File: src/rtl/ajd_pkg.sv
// Package for the accelerometer jump detector: register indexes, reset values,
// axis codes and the configuration struct. No dependencies.
`default_nettype none
package ajd_pkg;

	localparam int SAMPLE_BITS_DEF   = 16;
	localparam int FRACTION_BITS_DEF = 16;
	localparam int ALPHA_BITS        = 16;
	localparam int AXIS_BITS         = 2;
	localparam int CFG_DATA_BITS     = 16;
	localparam int CFG_ADDR_BITS     = 3;
	localparam int TIME_BITS         = 32;

	typedef enum logic [CFG_ADDR_BITS-1:0] {
		REG_AXIS_SELECT     = 3'd0,
		REG_SMOOTHING_ALPHA = 3'd1,
		REG_JUMP_THRESHOLD  = 3'd2,
		REG_REARM_THRESHOLD = 3'd3,
		REG_COOLDOWN_MS     = 3'd4
	} reg_idx_t;

	typedef enum logic [AXIS_BITS-1:0] {
		AXIS_X = 2'd0,
		AXIS_Y = 2'd1,
		AXIS_Z = 2'd2
	} axis_t;

	localparam logic [AXIS_BITS-1:0]     AXIS_SELECT_RST     = 2'd2;
	localparam logic [CFG_DATA_BITS-1:0] SMOOTHING_ALPHA_RST = 16'd58982;
	localparam logic [CFG_DATA_BITS-1:0] JUMP_THRESHOLD_RST  = 16'd2867;
	localparam logic [CFG_DATA_BITS-1:0] REARM_THRESHOLD_RST = 16'd819;
	localparam logic [CFG_DATA_BITS-1:0] COOLDOWN_MS_RST     = 16'd400;

	typedef struct packed {
		logic [AXIS_BITS-1:0]     axis_select;
		logic [ALPHA_BITS-1:0]    smoothing_alpha;
		logic [CFG_DATA_BITS-1:0] jump_threshold;
		logic [CFG_DATA_BITS-1:0] rearm_threshold;
		logic [CFG_DATA_BITS-1:0] cooldown_ms;
	} cfg_t;

	typedef struct packed {
		logic jump;
		logic is_armed;
	} flags_t;

endpackage
`default_nettype wire

File: src/rtl/ajd_cfg.sv
// Configuration register file of the jump detector.
// Depends on ajd_pkg.
`default_nettype none
module ajd_cfg (
	input  wire logic                               clk,
	input  wire logic                               arst_n,
	input  wire logic                               cfg_we,
	input  wire logic [ajd_pkg::CFG_ADDR_BITS-1:0]  cfg_addr,
	input  wire logic [ajd_pkg::CFG_DATA_BITS-1:0]  cfg_wdata,
	output      ajd_pkg::cfg_t                      cfg
);
	import ajd_pkg::*;

	cfg_t cfg_q;

	always_ff @(posedge clk or negedge arst_n) begin
		if (!arst_n) begin
			cfg_q.axis_select     <= AXIS_SELECT_RST;
			cfg_q.smoothing_alpha <= SMOOTHING_ALPHA_RST;
			cfg_q.jump_threshold  <= JUMP_THRESHOLD_RST;
			cfg_q.rearm_threshold <= REARM_THRESHOLD_RST;
			cfg_q.cooldown_ms     <= COOLDOWN_MS_RST;
		end else if (cfg_we) begin
			case (reg_idx_t'(cfg_addr))
				REG_AXIS_SELECT:     cfg_q.axis_select     <= cfg_wdata[AXIS_BITS-1:0];
				REG_SMOOTHING_ALPHA: cfg_q.smoothing_alpha <= cfg_wdata[ALPHA_BITS-1:0];
				REG_JUMP_THRESHOLD:  cfg_q.jump_threshold  <= cfg_wdata;
				REG_REARM_THRESHOLD: cfg_q.rearm_threshold <= cfg_wdata;
				REG_COOLDOWN_MS:     cfg_q.cooldown_ms     <= cfg_wdata;
				default: ;
			endcase
		end
	end

	assign cfg = cfg_q;

endmodule
`default_nettype wire

File: src/rtl/ajd_core.sv
// Gravity filter, dynamic part, arm/cooldown logic and the detector state.
// Depends on ajd_pkg.
`default_nettype none
module ajd_core #(
	parameter int SAMPLE_BITS   = ajd_pkg::SAMPLE_BITS_DEF,
	parameter int FRACTION_BITS = ajd_pkg::FRACTION_BITS_DEF
) (
	input  wire logic                             clk,
	input  wire logic                             arst_n,
	input  wire logic                             fire,
	input  wire logic signed [SAMPLE_BITS-1:0]    sample,
	input  wire logic [ajd_pkg::TIME_BITS-1:0]    time_ms,
	input  wire ajd_pkg::cfg_t                    cfg,
	output      ajd_pkg::flags_t                  flags,
	output      logic signed [SAMPLE_BITS:0]      dynamic_accel
);
	import ajd_pkg::*;

	localparam int G_W   = SAMPLE_BITS + 1 + FRACTION_BITS;
	localparam int E_W   = G_W + 1;
	localparam int P_W   = E_W + ALPHA_BITS + 1;
	localparam int LIM_W = CFG_DATA_BITS + FRACTION_BITS + 1;
	localparam int CMP_W = (E_W > LIM_W) ? E_W : LIM_W;

	logic signed [G_W-1:0]       grav_q;
	logic                        seeded_q;
	logic                        armed_q;
	logic [TIME_BITS-1:0]        last_jump_q;

	logic signed [G_W-1:0]       sq;
	logic signed [E_W-1:0]       err;
	logic signed [ALPHA_BITS:0]  alpha_s;
	logic signed [P_W-1:0]       prod;
	logic signed [E_W-1:0]       corr;
	logic signed [E_W-1:0]       sum;
	logic signed [E_W-1:0]       dyn;
	logic [E_W-1:0]              mag;
	logic [CMP_W-1:0]            mag_c;
	logic [CMP_W-1:0]            rearm_c;
	logic signed [CMP_W-1:0]     dyn_c;
	logic signed [CMP_W-1:0]     jump_c;
	logic [TIME_BITS-1:0]        elapsed;
	logic                        armed_mid;
	logic                        jump;

	// new g = sq + floor(alpha*(g - sq) / 2^16); unseeded g behaves as g = sq
	assign sq      = {sample[SAMPLE_BITS-1], sample, {FRACTION_BITS{1'b0}}};
	assign err     = seeded_q ? ({grav_q[G_W-1], grav_q} - {sq[G_W-1], sq}) : '0;
	assign alpha_s = signed'({1'b0, cfg.smoothing_alpha});
	assign prod    = err * alpha_s;
	assign corr    = prod[ALPHA_BITS +: E_W];
	assign sum     = {sq[G_W-1], sq} + corr;
	assign dyn     = -corr;
	assign mag     = dyn[E_W-1] ? E_W'(-dyn) : E_W'(dyn);

	assign mag_c   = CMP_W'(mag);
	assign rearm_c = CMP_W'({cfg.rearm_threshold, {FRACTION_BITS{1'b0}}});
	assign dyn_c   = CMP_W'(dyn);
	assign jump_c  = signed'(CMP_W'({cfg.jump_threshold, {FRACTION_BITS{1'b0}}}));
	assign elapsed = time_ms - last_jump_q;

	assign armed_mid = armed_q | (mag_c < rearm_c);
	assign jump      = armed_mid && (dyn_c > jump_c)
		&& (elapsed > TIME_BITS'(cfg.cooldown_ms));

	assign flags          = '{jump: jump, is_armed: armed_mid & ~jump};
	assign dynamic_accel  = dyn[FRACTION_BITS +: SAMPLE_BITS+1];

	always_ff @(posedge clk or negedge arst_n) begin
		if (!arst_n) begin
			grav_q      <= '0;
			seeded_q    <= 1'b0;
			armed_q     <= 1'b1;
			last_jump_q <= '0;
		end else if (fire) begin
			grav_q   <= sum[G_W-1:0];
			seeded_q <= 1'b1;
			armed_q  <= armed_mid & ~jump;
			if (jump) begin
				last_jump_q <= time_ms;
			end
		end
	end

endmodule
`default_nettype wire

File: src/rtl/accel_jump_detector_top.sv
// Top level of the accelerometer jump detector: stream ports, input and result
// registers. Depends on ajd_pkg, ajd_cfg and ajd_core.
//
// A sample is taken on every clock in which the input is valid and ready and
// passes through the input register and the result register; a new sample may
// follow every cycle while the output is not stalled, with the filter multiply,
// threshold compares and cooldown check done combinationally in between. The
// first sample after reset seeds the gravity estimate. The result register
// holds a finished result while the next sample waits in the input register,
// so input ready drops only when both are full and the output is stalled.
// Registers may be written only while no sample is in flight.
`default_nettype none
module accel_jump_detector_top #(
	parameter int SAMPLE_BITS   = ajd_pkg::SAMPLE_BITS_DEF,
	parameter int FRACTION_BITS = ajd_pkg::FRACTION_BITS_DEF,
	localparam int IN_W  = ((3*SAMPLE_BITS + ajd_pkg::TIME_BITS + 7) / 8) * 8,
	localparam int OUT_W = ((SAMPLE_BITS + 3 + 7) / 8) * 8
) (
	input  wire logic                              clk,
	input  wire logic                              arst_n,
	input  wire logic                              cfg_we,
	input  wire logic [ajd_pkg::CFG_ADDR_BITS-1:0] cfg_addr,
	input  wire logic [ajd_pkg::CFG_DATA_BITS-1:0] cfg_wdata,
	input  wire logic                              s_axis_tvalid,
	output      logic                              s_axis_tready,
	// sample_x, sample_y, sample_z, time_ms, zero fill
	input  wire logic [IN_W-1:0]                   s_axis_tdata,
	output      logic                              m_axis_tvalid,
	input  wire logic                              m_axis_tready,
	// jump, is_armed, dynamic_accel, zero fill
	output      logic [OUT_W-1:0]                  m_axis_tdata
);
	import ajd_pkg::*;

	cfg_t                          cfg;
	flags_t                        flags;
	logic signed [SAMPLE_BITS:0]   dyn;

	logic                          vld_s1;
	logic signed [SAMPLE_BITS-1:0] smp_s1;
	logic [TIME_BITS-1:0]          time_s1;

	logic                          out_vld_q;
	logic                          jump_q;
	logic                          armed_q;
	logic signed [SAMPLE_BITS:0]   dyn_q;

	logic                          adv;
	logic                          fire;
	logic signed [SAMPLE_BITS-1:0] smp_sel;

	ajd_cfg u_cfg (
		.clk       (clk),
		.arst_n    (arst_n),
		.cfg_we    (cfg_we),
		.cfg_addr  (cfg_addr),
		.cfg_wdata (cfg_wdata),
		.cfg       (cfg)
	);

	ajd_core #(
		.SAMPLE_BITS   (SAMPLE_BITS),
		.FRACTION_BITS (FRACTION_BITS)
	) u_core (
		.clk           (clk),
		.arst_n        (arst_n),
		.fire          (fire),
		.sample        (smp_s1),
		.time_ms       (time_s1),
		.cfg           (cfg),
		.flags         (flags),
		.dynamic_accel (dyn)
	);

	// unused axis code watches z
	always_comb begin
		case (axis_t'(cfg.axis_select))
			AXIS_X:  smp_sel = s_axis_tdata[0 +: SAMPLE_BITS];
			AXIS_Y:  smp_sel = s_axis_tdata[SAMPLE_BITS +: SAMPLE_BITS];
			default: smp_sel = s_axis_tdata[2*SAMPLE_BITS +: SAMPLE_BITS];
		endcase
	end

	assign adv           = !out_vld_q || m_axis_tready;
	assign fire          = vld_s1 && adv;
	assign s_axis_tready = !vld_s1 || adv;

	always_ff @(posedge clk or negedge arst_n) begin
		if (!arst_n) begin
			vld_s1    <= 1'b0;
			out_vld_q <= 1'b0;
		end else begin
			if (s_axis_tready) begin
				vld_s1 <= s_axis_tvalid;
			end
			if (adv) begin
				out_vld_q <= vld_s1;
			end
		end
	end

	always_ff @(posedge clk) begin
		if (s_axis_tvalid && s_axis_tready) begin
			smp_s1  <= smp_sel;
			time_s1 <= s_axis_tdata[3*SAMPLE_BITS +: TIME_BITS];
		end
		if (fire) begin
			jump_q  <= flags.jump;
			armed_q <= flags.is_armed;
			dyn_q   <= dyn;
		end
	end

	assign m_axis_tvalid = out_vld_q;
	assign m_axis_tdata  = OUT_W'({dyn_q, armed_q, jump_q});

	// a sample leaving the input register always lands in the result register
	a_fire_lands: assert property (@(posedge clk) disable iff (!arst_n)
		fire |=> m_axis_tvalid)
		else $error("result lost after transfer from input register");

	// a held input register must back-pressure the input
	a_no_overwrite: assert property (@(posedge clk) disable iff (!arst_n)
		(vld_s1 && !adv) |-> !s_axis_tready)
		else $error("input register overwritten while stalled");

	// a jump always disarms
	a_jump_disarms: assert property (@(posedge clk) disable iff (!arst_n)
		(m_axis_tvalid && jump_q) |-> !armed_q)
		else $error("jump reported while still armed");

endmodule
`default_nettype wire

File: config.mk
export PLATFORM = sky130hd
export DESIGN_NAME = accel_jump_detector_top
export DESIGN_NICKNAME = d
export VERILOG_FILES = /design/src/rtl/ajd_pkg.sv /design/src/rtl/ajd_cfg.sv /design/src/rtl/ajd_core.sv /design/src/rtl/accel_jump_detector_top.sv
export SDC_FILE = /design/constraint.sdc
export NUM_CORES = 2
export LEC_CHECK = 0
export BUFFER_PORTS_ARGS = -buffer_cell sky130_fd_sc_hd__buf_2
export CELL_PAD_IN_SITES_DETAIL_PLACEMENT = 1
export CELL_PAD_IN_SITES_GLOBAL_PLACEMENT = 1
export CORE_ASPECT_RATIO = 1.5
export CORE_MARGIN = 2
export CORE_UTILIZATION = 35
export DETAILED_ROUTE_END_ITERATION = 10
export PLACE_DENSITY = 0.65
export SLEW_MARGIN = 30
export SYNTH_ARGS = -nofsm -noshare
export SYNTH_HDL_FRONTEND = slang
export SYNTH_SLANG_ARGS = --single-unit
File: constraint.sdc
create_clock -name clk -period 36.4 [get_ports clk]
set_clock_uncertainty 0.2 [all_clocks]
set_input_delay 3.64 -clock clk [delete_from_list [all_inputs] [get_ports clk]]
set_output_delay 3.64 -clock clk [all_outputs]
set_load 0.02 [all_outputs]
==> qor.yml <==
status:
  status: "complete, no violations"
clock_network:
  cts-root-buf: "clkbuf_16"
  clock_path_buffers: 3
  cts-resized-gates: 0
  clkLatencyLatePin_ns: 0.58
  hold_buffers: 0
  cts_setup_buffers: 0
  numClockSinks: 202
  cts_tree: "built"
  numCtsBuffers: 24
  clkTransAtPathRegs_ns: 0.06
  htree_levels: 1
detailed_routing:
  drc: 0
  first_pass_iters: 4
  totalWireLength_um: 112000
  post_drt_wl_per_cell_um: 22.22
  num_vias: 26470
  drtAntennaViolNets: 0
  via_per_inst: 5.251
  drt_iter0_markers: 1031
final_layout:
  fin_util_pct: 38.11
  finish.instance_area_um2: 35930
  antenna_cells: 0
  synthToLayoutAreaGrowth_pct: 8.155
  num-nets-final: 4606
  drive_gt1_share_pct: 9.548
  fillers: 11210
  final_cells: 5041
flow_run:
  maxCapViolCount: 0
global_routing:
  antenna_found_initial: 2
  grt_pass1_vias: 29760
  overflow: 0
  grt_pass1_wl_um: 173600
  grt_usage_pct: 23.15
  grt_max_degree: 176
timing:
  rsz0062_at_grt: "no"
  finalCritPeriodShare_pct: 44.86
  fin_crit_ns: 16.33
  tightest_slew_ns: 1.021
  fmax_ghz: 0.06125
  hold_violations: 0
  relSlewSlack_pct: 31.23
  tns_ns: 0
  drv_slew: 0
  setup-violations-final: 0
floorplan:
  ioPinCount: 130
  die_w_um: 255.5
  start_util_pct: 35.24
  rows: 138
  core_region_area_um2: 94280
  die_h_um: 381.3
  dieArea_um2: 97440
synthesis:
  syn_avg_cell_area_um2: 8.868
  synth_cell_types: 99
  async_reset_ff_share_pct: 66.83
  seq_area_frac_synth_pct: 16.33
  synth_edf_count: 67
  synthFlopType: "dfrtp_1"
  synth_area_um2: 33220
  syn_inst: 3746
  yosys_warnings: 0
  ys_seq_elements: 202
critical_path:
  crit_arrival_ns: 16.56
  startpoint_type: "register"
  worst-path-max-fanout: 32
  crit_top_cell: "o21ai_0"
  reg2reg_slack_ns: 20.07
  cp-end-kind: "register"
  critical_path_class: "register to register"
  critPathMaxStageDelay_ns: 1.00
  crit_slowest_cell: "fa_1"
  cp.required_ns: 36.63
placement:
  port_buffers: 124
  finalWeightedCongestion: 0.9221
  placed_area_um2: 35070
  post-dp-hpwl_um: 90310
  dp.cells: 4997
hold_path:
  min_path_type: "register to register"
==> routing by layer <==
metal,wire [µm],track usage [%],up-vias
li1,-,-,11990
met1,39220,23.45,13730
met2,62940,46.54,507
met3,2902,1.600,252
met4,6948,12.28,0
met5,0,0,-
==> cell families after synthesis <==
family                     Yosys count  synth area share [%]
xor gates and xnor gates            89                 2.452
AOI/OAI and AO/OA                  521                 10.19
other                                1               0.01129
muxes                               98                 3.597
DFF                                202                 16.33
and+or+nand+nor                   1165                 17.20
adders and majority gates          741                 39.49
buffers and inverters              929                 10.73
==> cell usage in the layout, fill, tap and decap left out, types with 31 or more instances in the layout <==
| cell | n |
|---|---|
| and2_1 | 94 |
| and3_1 | 194 |
| a21o_1 | 31 |
| ha_1 | 226 |
| nand2_1 | 513 |
| nand3_1 | 39 |
| xor2_1 | 35 |
| buf_4 | 40 |
| a21oi_1 | 122 |
| buf_2 | 123 |
| xnor2_1 | 50 |
| nor2_1 | 129 |
| fa_1 | 513 |
| o21ai_0 | 154 |
| inv_1 | 748 |
| edfxtp_1 | 67 |
| mux2_2 | 41 |
| nor3_1 | 41 |
| dfrtp_1 | 105 |
==> sequential cells by signal, summed over array words and instances, names as in the netlist <==
signal / flops
u_cfg.cfg: 66
u_core.grav_q: 33
time_s1: 32
u_core.last_jump_q: 32
dyn_q: 17
smp_s1: 16
armed_q: 1
jump_q: 1
m_axis_tvalid: 1
u_core.armed_q: 1
u_core.seeded_q: 1
vld_s1: 1
==> metrics by stage <==
step / hold slack [ns] / setup slack (ns)
final: 0.2925 / 20.07
after global routing: 0.3247 / 18.71
after CTS: 0.2943 / 20.04
after detailed placement: 0.2808 / 20.13
after global placement: 0.2716 / 20.67
after floorplan: 0.2526 / 22.41
==> layout make-up <==
class | instances | area, µm² | area share, %
Inverter | 750 | 2815 | 7.836
Clock buffer | 30 | 664.4 | 1.849
Timing Repair Buffer | 166 | 958.4 | 2.668
Tap cell | 1260 | 1577 | 4.388
Multi-Input combinational cell | 2619 | 24290 | 67.61
Clock inverter | 14 | 190.2 | 0.5294
Sequential cell | 202 | 5430 | 15.11
==> worst max-delay path: cells and delay by family, from the launching register on <==
family / cells / cell delay (ns)
AO/OA/AOI/OAI: 24 / 5.24
XOR/XNOR: 1 / 0.17
adder cells (fa/ha/maj): 9 / 4.79
buffers and inverters: 6 / 1.13
flip-flops: 1 / 0.44
multiplexers: 1 / 0.37
AND/OR/NAND/NOR: 16 / 3.74
==> worst paths after layout <==
path                                   start                endpoint  cells after the start
max in group asynchronous             arst_n         u_core.seeded_q                      2
setup reg to reg                   smp_s1[1]   u_core.last_jump_q[4]                     57
setup / recovery                   smp_s1[1]   u_core.last_jump_q[4]                     57
hold reg to reg            u_core.grav_q[30]       u_core.grav_q[30]                      2
hold / removal             u_core.grav_q[30]       u_core.grav_q[30]                      2
min in group asynchronous             arst_n  u_core.last_jump_q[28]                      1
==> cells in the mapped netlist, types with 10 or more instances <==
library cell  count  area share, %
buf_2            10           0.15
a211oi_1         20           0.45
nand2b_1         12           0.23
nor3_1           42           0.63
mux2_4           30            1.4
or3_1            14           0.26
and2_1           95            1.8
clkbuf_1        144            1.6
xnor2_1          51            1.3
dfstp_2          27            2.1
inv_1           748            8.5
o21a_1           15           0.34
dfrtp_1         108            8.1
nor2b_1          24           0.45
and3_1          194            3.7
o21ai_0         155            2.3
edfxtp_1         67            6.1
mux2_2           41            1.4
nand2_1         514            5.8
mux2i_1          26           0.78
o21ai_1          11           0.17
fa_1            513             31
o31ai_1          15           0.34
or2_2            11           0.21
a21boi_0         22           0.50
nand4_1          30           0.56
xor2_1           35           0.92
nand3_1          39           0.59
buf_1            11           0.12
a21oi_1         122            1.8
or4_1            10           0.23
o211ai_1         11           0.25
ha_1            226            8.5
nor2_1          130            1.5
buf_4            11           0.25
a21o_1           31           0.70
Power is not shown: default switching activity piles up to over one toggle a cycle in this logic, so the estimate is an artifact.
